<file path="src/hw/rtl/mm3_pkg.sv">
`timescale 1ns / 1ps
`default_nettype none
// ----------------------------------------------------------------------------
// mm3_pkg
// shared types and constants of the streaming murmur3 x86 32-bit hash
// ----------------------------------------------------------------------------
package mm3_pkg;

  // block scramble and hash update constants
  localparam logic [31:0] C1   = 32'hcc9e2d51;
  localparam logic [31:0] C2   = 32'h1b873593;
  localparam logic [31:0] HADD = 32'he6546b64;
  // final mix constants
  localparam logic [31:0] F1   = 32'h85ebca6b;
  localparam logic [31:0] F2   = 32'hc2b2ae35;

  // rotate amounts
  localparam int unsigned ROT_K = 15;
  localparam int unsigned ROT_H = 13;

  // controller states
  typedef enum logic [2:0] {
    S_IDLE,
    S_MUL1,
    S_MUL2,
    S_UPD,
    S_FIN1,
    S_FIN2,
    S_FIN3
  } mm3_state_t;

  // controller to datapath commands
  typedef struct packed {
    logic load;
    logic mul1;
    logic mul2;
    logic upd;
    logic fin1;
    logic fin2;
    logic fin3;
  } mm3_cmd_t;

  // datapath to controller status
  typedef struct packed {
    logic last;
    logic out_free;
  } mm3_stat_t;

endpackage
`default_nettype wire

</file>
<file path="src/hw/rtl/mm3_ctrl.sv">
`timescale 1ns / 1ps
`default_nettype none
// ----------------------------------------------------------------------------
// mm3_ctrl
// sequencer: walks one item through scramble and update steps, and the last item also through final mix steps
// ----------------------------------------------------------------------------
module mm3_ctrl (
  input  wire                  clk,
  input  wire                  rst,
  input  wire                  in_valid,
  output logic                 in_stall,
  input  wire mm3_pkg::mm3_stat_t stat,
  output mm3_pkg::mm3_cmd_t    cmd
);

  mm3_pkg::mm3_state_t state, state_next;

  // state register
  always_ff @(posedge clk) begin
    if (rst) begin
      state <= mm3_pkg::S_IDLE;
    end else begin
      state <= state_next;
    end
  end

  // next state and commands
  always_comb begin
    state_next = state;
    cmd        = '0;
    in_stall   = 1'b1;
    case (state)
      mm3_pkg::S_IDLE: begin
        in_stall = 1'b0;
        if (in_valid) begin
          cmd.load   = 1'b1;
          state_next = mm3_pkg::S_MUL1;
        end
      end
      mm3_pkg::S_MUL1: begin
        cmd.mul1   = 1'b1;
        state_next = mm3_pkg::S_MUL2;
      end
      mm3_pkg::S_MUL2: begin
        cmd.mul2   = 1'b1;
        state_next = mm3_pkg::S_UPD;
      end
      mm3_pkg::S_UPD: begin
        cmd.upd    = 1'b1;
        state_next = stat.last ? mm3_pkg::S_FIN1 : mm3_pkg::S_IDLE;
      end
      mm3_pkg::S_FIN1: begin
        cmd.fin1   = 1'b1;
        state_next = mm3_pkg::S_FIN2;
      end
      mm3_pkg::S_FIN2: begin
        cmd.fin2   = 1'b1;
        state_next = mm3_pkg::S_FIN3;
      end
      mm3_pkg::S_FIN3: begin
        // wait here while the output register still holds an untaken item
        if (stat.out_free) begin
          cmd.fin3   = 1'b1;
          state_next = mm3_pkg::S_IDLE;
        end
      end
      default: begin
        state_next = mm3_pkg::S_IDLE;
      end
    endcase
  end

endmodule
`default_nettype wire

</file>
<file path="src/hw/rtl/mm3_dp.sv">
`timescale 1ns / 1ps
`default_nettype none
// ----------------------------------------------------------------------------
// mm3_dp
// datapath: seed, running hash, length, shared multiplier and output register
// ----------------------------------------------------------------------------
module mm3_dp (
  input  wire                  clk,
  input  wire                  rst,
  input  wire                  cfg_we,
  input  wire  [31:0]          cfg_data,
  input  wire  [31:0]          block_data,
  input  wire  [2:0]           valid_bytes,
  input  wire                  last_block,
  input  wire mm3_pkg::mm3_cmd_t cmd,
  output mm3_pkg::mm3_stat_t   stat,
  output logic                 out_valid,
  input  wire                  out_stall,
  output logic [31:0]          hash_value
);

  logic [31:0] seed;
  logic        in_message;
  logic [31:0] run_hash;
  logic [31:0] byte_len;
  logic [31:0] blk_k;
  logic        blk_full;
  logic        blk_nz;
  logic        blk_last;
  logic [31:0] prod;

  logic [2:0]  cnt;
  logic [31:0] mask;
  logic [31:0] base_len;
  logic [31:0] mul_a;
  logic [31:0] mul_b;
  logic [31:0] mul_y;
  logic [31:0] h_x;
  logic [31:0] h_r;
  logic [31:0] h_new;
  logic [31:0] f_in;

  // clamp count to four and mask bytes above it
  always_comb begin
    cnt = valid_bytes[2] ? 3'd4 : valid_bytes;
    case (cnt)
      3'd0:    mask = 32'h0000_0000;
      3'd1:    mask = 32'h0000_00ff;
      3'd2:    mask = 32'h0000_ffff;
      3'd3:    mask = 32'h00ff_ffff;
      default: mask = 32'hffff_ffff;
    endcase
    base_len = in_message ? byte_len : 32'd0;
  end

  // shared multiplier operand select
  always_comb begin
    f_in  = run_hash ^ byte_len;
    mul_a = blk_k;
    mul_b = mm3_pkg::C1;
    if (cmd.mul2) begin
      mul_a = {prod[31-mm3_pkg::ROT_K:0], prod[31:32-mm3_pkg::ROT_K]};
      mul_b = mm3_pkg::C2;
    end else if (cmd.fin1) begin
      mul_a = f_in ^ {16'd0, f_in[31:16]};
      mul_b = mm3_pkg::F1;
    end else if (cmd.fin2) begin
      mul_a = prod ^ {13'd0, prod[31:13]};
      mul_b = mm3_pkg::F2;
    end
    mul_y = mul_a * mul_b;
  end

  // hash update: xor scrambled block, then for a full block rotate, times five, add
  always_comb begin
    h_x   = run_hash ^ (blk_nz ? prod : 32'd0);
    h_r   = {h_x[31-mm3_pkg::ROT_H:0], h_x[31:32-mm3_pkg::ROT_H]};
    h_new = blk_full ? ((h_r + {h_r[29:0], 2'b00}) + mm3_pkg::HADD) : h_x;
  end

  // seed register
  always_ff @(posedge clk) begin
    if (rst) begin
      seed <= 32'd0;
    end else if (cfg_we) begin
      seed <= cfg_data;
    end
  end

  // message state
  always_ff @(posedge clk) begin
    if (rst) begin
      in_message <= 1'b0;
      byte_len   <= 32'd0;
      run_hash   <= 32'd0;
    end else begin
      if (cmd.load) begin
        in_message <= 1'b1;
        byte_len   <= base_len + {29'd0, cnt};
        if (!in_message) begin
          run_hash <= seed;
        end
      end
      if (cmd.upd) begin
        run_hash <= h_new;
        if (blk_last) begin
          in_message <= 1'b0;
        end
      end
    end
  end

  // captured item and multiplier result
  always_ff @(posedge clk) begin
    if (cmd.load) begin
      blk_k    <= block_data & mask;
      blk_full <= valid_bytes[2];
      blk_nz   <= (cnt != 3'd0);
      blk_last <= last_block | ~valid_bytes[2];
    end
    if (cmd.mul1 | cmd.mul2 | cmd.fin1 | cmd.fin2) begin
      prod <= mul_y;
    end
  end

  // output register
  always_ff @(posedge clk) begin
    if (rst) begin
      out_valid <= 1'b0;
    end else if (cmd.fin3) begin
      out_valid <= 1'b1;
    end else if (!out_stall) begin
      out_valid <= 1'b0;
    end
  end

  always_ff @(posedge clk) begin
    if (cmd.fin3) begin
      hash_value <= prod ^ {16'd0, prod[31:16]};
    end
  end

  // status
  always_comb begin
    stat.last     = blk_last;
    stat.out_free = ~out_valid | ~out_stall;
  end

endmodule
`default_nettype wire

</file>
<file path="src/hw/rtl/murmur3_32_stream_hash.sv">
`timescale 1ns / 1ps
`default_nettype none
// ----------------------------------------------------------------------------
// murmur3_32_stream_hash
// streaming murmur3 x86 32-bit hash, one 32-bit block per item
// ----------------------------------------------------------------------------
//  channel  | handshake            | payload
//  ---------+----------------------+--------------------------------------
//  in       | in_valid / in_stall  | block_data, valid_bytes, last_block
//  out      | out_valid / out_stall| hash_value
//  cfg      | cfg_we               | cfg_data (seed)
//
//  an item that does not end the message passes accept, two scramble
//  multiplies and hash update; one that ends it adds the final-mix
//  multiplies on the one shared multiplier and the output load
//  a finished hash sits in the output register while the next item is taken
//  reset clears the seed, the message state and the output valid
//  a stalled output holds the last final-mix step until the register frees
// ----------------------------------------------------------------------------
module murmur3_32_stream_hash (
  input  wire         clk,
  input  wire         rst,
  input  wire         cfg_we,
  input  wire  [31:0] cfg_data,
  input  wire         in_valid,
  output logic        in_stall,
  input  wire  [31:0] block_data,
  input  wire  [2:0]  valid_bytes,
  input  wire         last_block,
  output logic        out_valid,
  input  wire         out_stall,
  output logic [31:0] hash_value
);

  mm3_pkg::mm3_cmd_t  cmd;
  mm3_pkg::mm3_stat_t stat;

  // sequencer
  mm3_ctrl u_ctrl (
    .clk      (clk),
    .rst      (rst),
    .in_valid (in_valid),
    .in_stall (in_stall),
    .stat     (stat),
    .cmd      (cmd)
  );

  // datapath
  mm3_dp u_dp (
    .clk         (clk),
    .rst         (rst),
    .cfg_we      (cfg_we),
    .cfg_data    (cfg_data),
    .block_data  (block_data),
    .valid_bytes (valid_bytes),
    .last_block  (last_block),
    .cmd         (cmd),
    .stat        (stat),
    .out_valid   (out_valid),
    .out_stall   (out_stall),
    .hash_value  (hash_value)
  );

endmodule
`default_nettype wire

</file>
<file path="config.mk">
export PLATFORM = sky130hd
export DESIGN_NAME = murmur3_32_stream_hash
export DESIGN_NICKNAME = d
export VERILOG_FILES = /design/src/hw/rtl/mm3_pkg.sv /design/src/hw/rtl/mm3_ctrl.sv /design/src/hw/rtl/mm3_dp.sv /design/src/hw/rtl/murmur3_32_stream_hash.sv
export SDC_FILE = /design/constraint.sdc
export NUM_CORES = 2
export LEC_CHECK = 0
export BUFFER_PORTS_ARGS = -buffer_cell sky130_fd_sc_hd__buf_2
export CORE_ASPECT_RATIO = 1.25
export CORE_MARGIN = 4
export CORE_UTILIZATION = 40
export CTS_CLUSTER_DIAMETER = 80
export DETAILED_ROUTE_END_ITERATION = 12
export PLACE_DENSITY = 0.53
export SLEW_MARGIN = 5
export SYNTH_ARGS = -nofsm -noshare
export SYNTH_HDL_FRONTEND = slang
export SYNTH_SLANG_ARGS = --single-unit
</file>
<file path="constraint.sdc">
create_clock -name clk -period 10.78 [get_ports clk]
set_input_delay 2.156 -clock clk [delete_from_list [all_inputs] [get_ports clk]]
set_output_delay 2.156 -clock clk [all_outputs]
set_load 0.01 [all_outputs]
</file>
### Yosys cells after proc, flatten, opt, wreduce, memory -nomap -nowiden

Index checks and enable logic that the tools add are counted.

| operators by class | value |
|---|---|
| add/subtract/negate cells | 3 |
| $mul | 1 |
| divide/modulo/power cells | 0 |
| $lt $le $gt $ge | 0 |
| equality and inequality tests | 13 |
| shifts and indexed selects | 0 |
| muxes and demuxes | 33 |
| bitwise operators | 14 |
| reductions and logical operators | 6 |

Operator list:

| cell | count |
|---|---|
| $mux W32 | 11 |
| $pmux W32 S4 | 1 |
| $xor A32 B16 Y32 | 2 |
| $xor A32 B32 Y32 | 2 |
| $add A32 B3 Y32 | 1 |
| $add A32 B32 Y32 | 1 |
| $add A32 B32 Y32 const B | 1 |
| $and A32 B32 Y32 | 1 |
| $mul A32 B32 Y32 | 1 |
| $xor A32 B19 Y32 | 1 |
| $mux W28 | 1 |
| $pmux W3 S7 | 1 |
| $mux W1 | 15 |
| $eq A3 B2 Y1 const B | 4 |
| $mux W3 | 4 |
| $eq A3 B3 Y1 const B | 3 |
| $eq A3 B1 Y1 const B | 2 |
| $logic_not A3 Y1 | 2 |
| $ne A2 B2 Y1 const B | 3 |
| $or A1 B1 Y1 | 5 |
| $reduce_and A2 Y1 | 2 |
| $not A1 Y1 | 3 |
| $reduce_bool A3 Y1 | 1 |
| $ne A2 B1 Y1 const B | 1 |
| $reduce_bool A2 Y1 | 1 |

| word-level totals | value |
|---|---|
| register bits after elaboration | 200 |
| latch bits | 0 |
| RAM bits | 0 |
| memory bits (read-only) | 0 |
| input port bits | 73 |
| logic and storage cells | 82 |
| memories kept | 0 |

### Depth between registers and ports, before layout

| depth | value |
|---|---|
| depth in word-level cells | 6 |
| mapped depth | 35 |

### Cells and area by module

From an unflattened synthesis, not the netlist that was laid out.

| second synthesis, totals | value |
|---|---|
| cells, all modules | 2870 |
| area total of the unflattened synthesis | 26342.8 sq um |

Modules (own cells, without submodules):

| module | instances | cells an instance | area an instance (sq um) | seq. area each (sq um) |
|---|---|---|---|---|
| mm3_dp | 1 | 2844 | 26132.6 | 4934.7 |
| mm3_ctrl | 1 | 26 | 210.2 | 60.1 |

### Least setup slack after synthesis

No wires, ideal clock.

| timing path | value |
|---|---|
| kind | register -> register |
| from | register u_ctrl.state[2] |
| to | register u_dp.prod[30], data pin |
| library setup time | 0.258 ns |
| arrival | 8.037 ns |
| required time | 10.522 ns |
| setup slack | 2.485 ns |
| stages on the path, launching flop included | 31 |
| buffers on the path | 5 |
| cells stage by stage | dfxtp_1 > buf_6 > buf_2 > buf_2 > clkbuf_1 > clkbuf_1 > a21oi_1 > a221oi_1 > a21o_1 > nand2_1 > fa_1 > inv_1 > fa_1 > fa_1 > inv_1 > fa_1 > inv_1 > ha_1 > ha_1 > fa_1 > inv_1 > fa_1 > inv_1 > ha_1 > o21a_1 > nor2_1 > o41ai_1 > a221oi_1 > nor4b_1 > a31oi_1 > xnor2_1 |

| on the way | value |
|---|---|
| word-level cells in the longest chain between the ends | 6 |
| elaborated cells between the ends (all ways) | 13 |
| classes of those cells | 1 x mul; 3 x eq/ne; 9 x mux |

Ends and longest elaborated chain:

| what | RTL line | source |
|---|---|---|
| from (decl) | mm3_ctrl.sv:16 | `mm3_pkg::mm3_state_t state, state_next;` |
| from (signal assigned) | mm3_ctrl.sv:21 | `state <= mm3_pkg::S_IDLE;` |
| from (signal assigned) | mm3_ctrl.sv:23 | `state <= state_next;` |
| $eq A3 B3 Y1 | mm3_ctrl.sv:32 | `case (state)` |
| $mux W1 | mm3_ctrl.sv:32 |  |
| $mux W32 or $mux W28 (tied branches) | mm3_dp.sv:67 | `end else if (cmd.fin2) begin` |
| $mux W32 | mm3_dp.sv:64 | `end else if (cmd.fin1) begin` |
| $mux W32 | mm3_dp.sv:61 | `if (cmd.mul2) begin` |
| $mul A32 B32 Y32 * | mm3_dp.sv:71 | `mul_y = mul_a * mul_b;` |
| net u_dp.mul_y[30] | mm3_dp.sv:37 | `logic [31:0] mul_y;` |
| to (signal assigned) | mm3_dp.sv:122 | `prod <= mul_y;` |
| to (decl) | mm3_dp.sv:30 | `logic [31:0] prod;` |

Mark *: on every way through the listed nets, which the timed path passes. The rest lies on a longest branch.
A chain may end at the register's enable or synchronous reset.

### Final worst setup path

| timing path | value |
|---|---|
| from | register u_ctrl.state[0] |
| to | register u_dp.prod[31], data pin |

The elaborated chain is that of the path after synthesis.

==> flow_metrics.py <==
metrics = {
    "timing": {
        "setup_viol": 0,
        "tightest_slew_ns": 1.183,
        "layout_min_cycle_time_ns": 10.03,
        "rsz0062_at_grt": "false",
        "maxSlewViolCount": 0,
        "max_freq_ghz": 0.09971,
        "period_share_pct": 93.04,
        "finClkSkew_ns": 0.02593,
        "maxSlewHeadroom_pct": 18.89,
        "hold_violations": 0,
        "fin_tns_setup_ns": 0,
    },
    "route": {
        "drt_wl_total_mm": 110.0,
        "detail_route.wl_per_cell_um": 29.00,
        "vias_per_cell": 5.406,
        "vias": 20499,
        "drt.antenna.violating_nets": 0,
        "drt_iter0_drc": 1472,
        "dr.pass1.iters": 8,
        "drc": 0,
    },
    "outcome": {
        "outcome": "completed",
    },
    "yosys": {
        "synth.avg_cell_area_um2": 9.243,
        "synth_cell_types": 84,
        "synth_top_area_share_pct": 30.52,
        "netlist_instances": 2846,
        "synth_seq_cells": 200,
        "synth-edff-count": 99,
        "yosys-top-cells-area": "fa_1, edfxtp_1, ha_1",
        "synthesis.nets": 3508,
        "synth.largest_area_cell": "fa_1",
        "yosysWarnings": 0,
        "ys_seq_area_share_pct": 18.99,
        "synth_area_um2": 26310,
        "synth_ff_type": "dfxtp_1",
        "synthArstFlopShare_pct": 0,
    },
    "cts": {
        "worstSkewPairLatency_ns": 0.48,
        "clock-root-buffer": "clkbuf_16",
        "cts.sinks": 200,
        "cts_setup_buffers": 0,
        "clkTransAtPathRegs_ns": 0.10,
        "hold_buffers": 0,
        "cts_inserted_buffers": 17,
        "clockBufferDepth": 2,
        "cts_tree": "yes",
        "cts-resized-gates": 0,
        "htreeDepth": 4,
    },
    "critical_path": {
        "crit_type": "flip-flop to flip-flop",
        "arrival_ns": 10.26,
        "crit_slowest_cell": "a2111oi_2",
        "cp-start-kind": "flip-flop",
        "path_max_fanout": 15,
        "crit_top_cell": "inv_1",
        "slowest_delay_ns": 1.02,
        "required_ns": 11.01,
        "worstSetupEndpointType": "flip-flop",
    },
    "floorplan": {
        "initial_utilization_pct": 40.59,
        "die_w_um": 237.4,
        "placementRows": 104,
        "die_h_um": 294.7,
        "fp.coreArea_um2": 64800,
        "ios": 107,
        "die_area_um2": 69960,
    },
    "final_layout": {
        "nNetsFinal": 3592,
        "area_delta_synth_final_pct": 8.657,
        "final_cell_mix": "inv_1, fa_1, nand2_1, nor2_1, ha_1",
        "final_common_cell": "inv_1",
        "drive_gt1_share_pct": 8.053,
        "finalInstanceArea_um2": 28580,
        "nFillCells": 6421,
    },
    "placement": {
        "dp_hpwl_mm": 94.22,
        "post_dp_cell_area_um2": 27960,
        "io_buffer_count": 106,
        "gp_congestion": 1.065,
    },
    "global_routing": {
        "antenna_found_initial": 2,
        "grt_max_degree": 59,
        "grt_pass1_vias": 21609,
        "grt_pass1_wl_mm": 156.9,
        "overflow": 0,
        "grt_use_total_pct": 31.53,
    },
    "worst_hold_path": {
        "hold_path_class": "flip-flop to flip-flop",
    },
    "job": {
        "drv_cap": 0,
    },
}
-- state kept, by name (all words and copies together), names as in the netlist --
| signal | count |
|---|---|
| u_dp.run_hash | 32 |
| u_dp.in_message | 1 |
| u_dp.prod | 32 |
| u_dp.byte_len | 32 |
| u_dp.blk_nz | 1 |
| u_dp.seed | 32 |
| u_dp.blk_full | 1 |
| u_dp.out_valid | 1 |
| u_ctrl.state | 3 |
| u_dp.blk_k | 32 |
| u_dp.hash_value | 32 |
| u_dp.blk_last | 1 |
-- per-layer routing --
layer	GRT usage [%]	routed length [um]
met2	55.17	54540
met4	19.07	8342
met1	37.22	42190
met3	3.556	4904
met5	0	0
-- metrics by stage --
stage / setup slack, ns / hold slack [ns] / instances / util, %
after floorplan: 2.485 / 0.4244 / 2846 / -
after global placement: 0.8387 / 0.4711 / 3759 / 43.14
after detailed placement: 0.8779 / 0.4802 / 3759 / 43.14
after CTS: 0.8598 / 0.5018 / 3791 / 44.10
after global routing: 0.3868 / 0.5306 / 3791 / 44.10
final: 0.7508 / 0.4978 / 3792 / 44.11
-- Yosys cell counts (5+ instances only) --
cell type and count:
clkbuf_1 78, nand4_1 9, nand3_1 30, a21oi_1 102
a22o_1 6, xnor2_1 136, nand2_1 281, or2_2 10
fa_1 401, nor2b_1 37, and3_1 16, or3_1 5
a311oi_1 20, buf_1 14, inv_1 586, ha_1 188
a211oi_1 23, and4_1 7, a21boi_0 6, mux2i_1 56
o31ai_1 5, dfxtp_1 101, o211ai_1 10, o21a_1 9
a31oi_1 12, xor2_1 92, edfxtp_1 99, and2_1 23
nand2b_1 20, buf_2 7, o21bai_1 14, a22oi_1 19
a21o_1 34, nor2_1 224, o21ai_0 61, nor3_1 17
-- layout make-up --
cell class	instances	area (um2)	share of cell area (%)
Antenna cell	1	2.502	0.008755
Clock buffer	17	425.4	1.488
Clock inverter	15	196.4	0.6873
Inverter	590	2215	7.748
Multi-Input combinational cell	1951	18670	65.33
Sequential cell	200	4996	17.48
Tap cell	848	1061	3.712
Timing Repair Buffer	170	1013	3.546
-- cell families (layout without fill, tap and decap cells) --
group,Yosys count,in the layout,synth area share (%)
mux,57,57,2.174
other cells,1,2,0.01426
buf+inv,695,792,10.09
simple gates,704,704,12.04
compound gates,367,367,9.237
fa+ha+maj,589,589,39.46
flops,200,200,18.99
xor+xnor,233,233,7.996
-- worst max-delay path: cells and delay by family (launching register included) --
family	cells	cell delay, ns
xor+xnor	1	0.40
buf+inv	7	0.99
fa+ha+maj	9	3.66
flops	1	0.74
simple gates	7	1.51
compound gates	7	2.45
-- path summary, 6_finish.rpt --
| check | startpoint | endpoint | slack (ns) | depth (start not counted) |
|---|---|---|---|---|
| worst max-delay path | u_ctrl.state[0]$_SDFFE_PP0P_ | u_dp.prod[31]$_DFFE_PP_ | 0.75 | 31 |
| worst min register to register | u_dp.seed[13]$_SDFFE_PP0P_ | u_dp.run_hash[13]$_SDFFE_PP0P_ | 0.50 | 2 |
| worst max register to register | u_ctrl.state[0]$_SDFFE_PP0P_ | u_dp.prod[31]$_DFFE_PP_ | 0.75 | 31 |
| worst min-delay path | u_dp.seed[13]$_SDFFE_PP0P_ | u_dp.run_hash[13]$_SDFFE_PP0P_ | 0.50 | 2 |
Power is left out: the tool's default activity adds up to more than one toggle a clock period on the data nets, which glitch-free logic cannot reach.
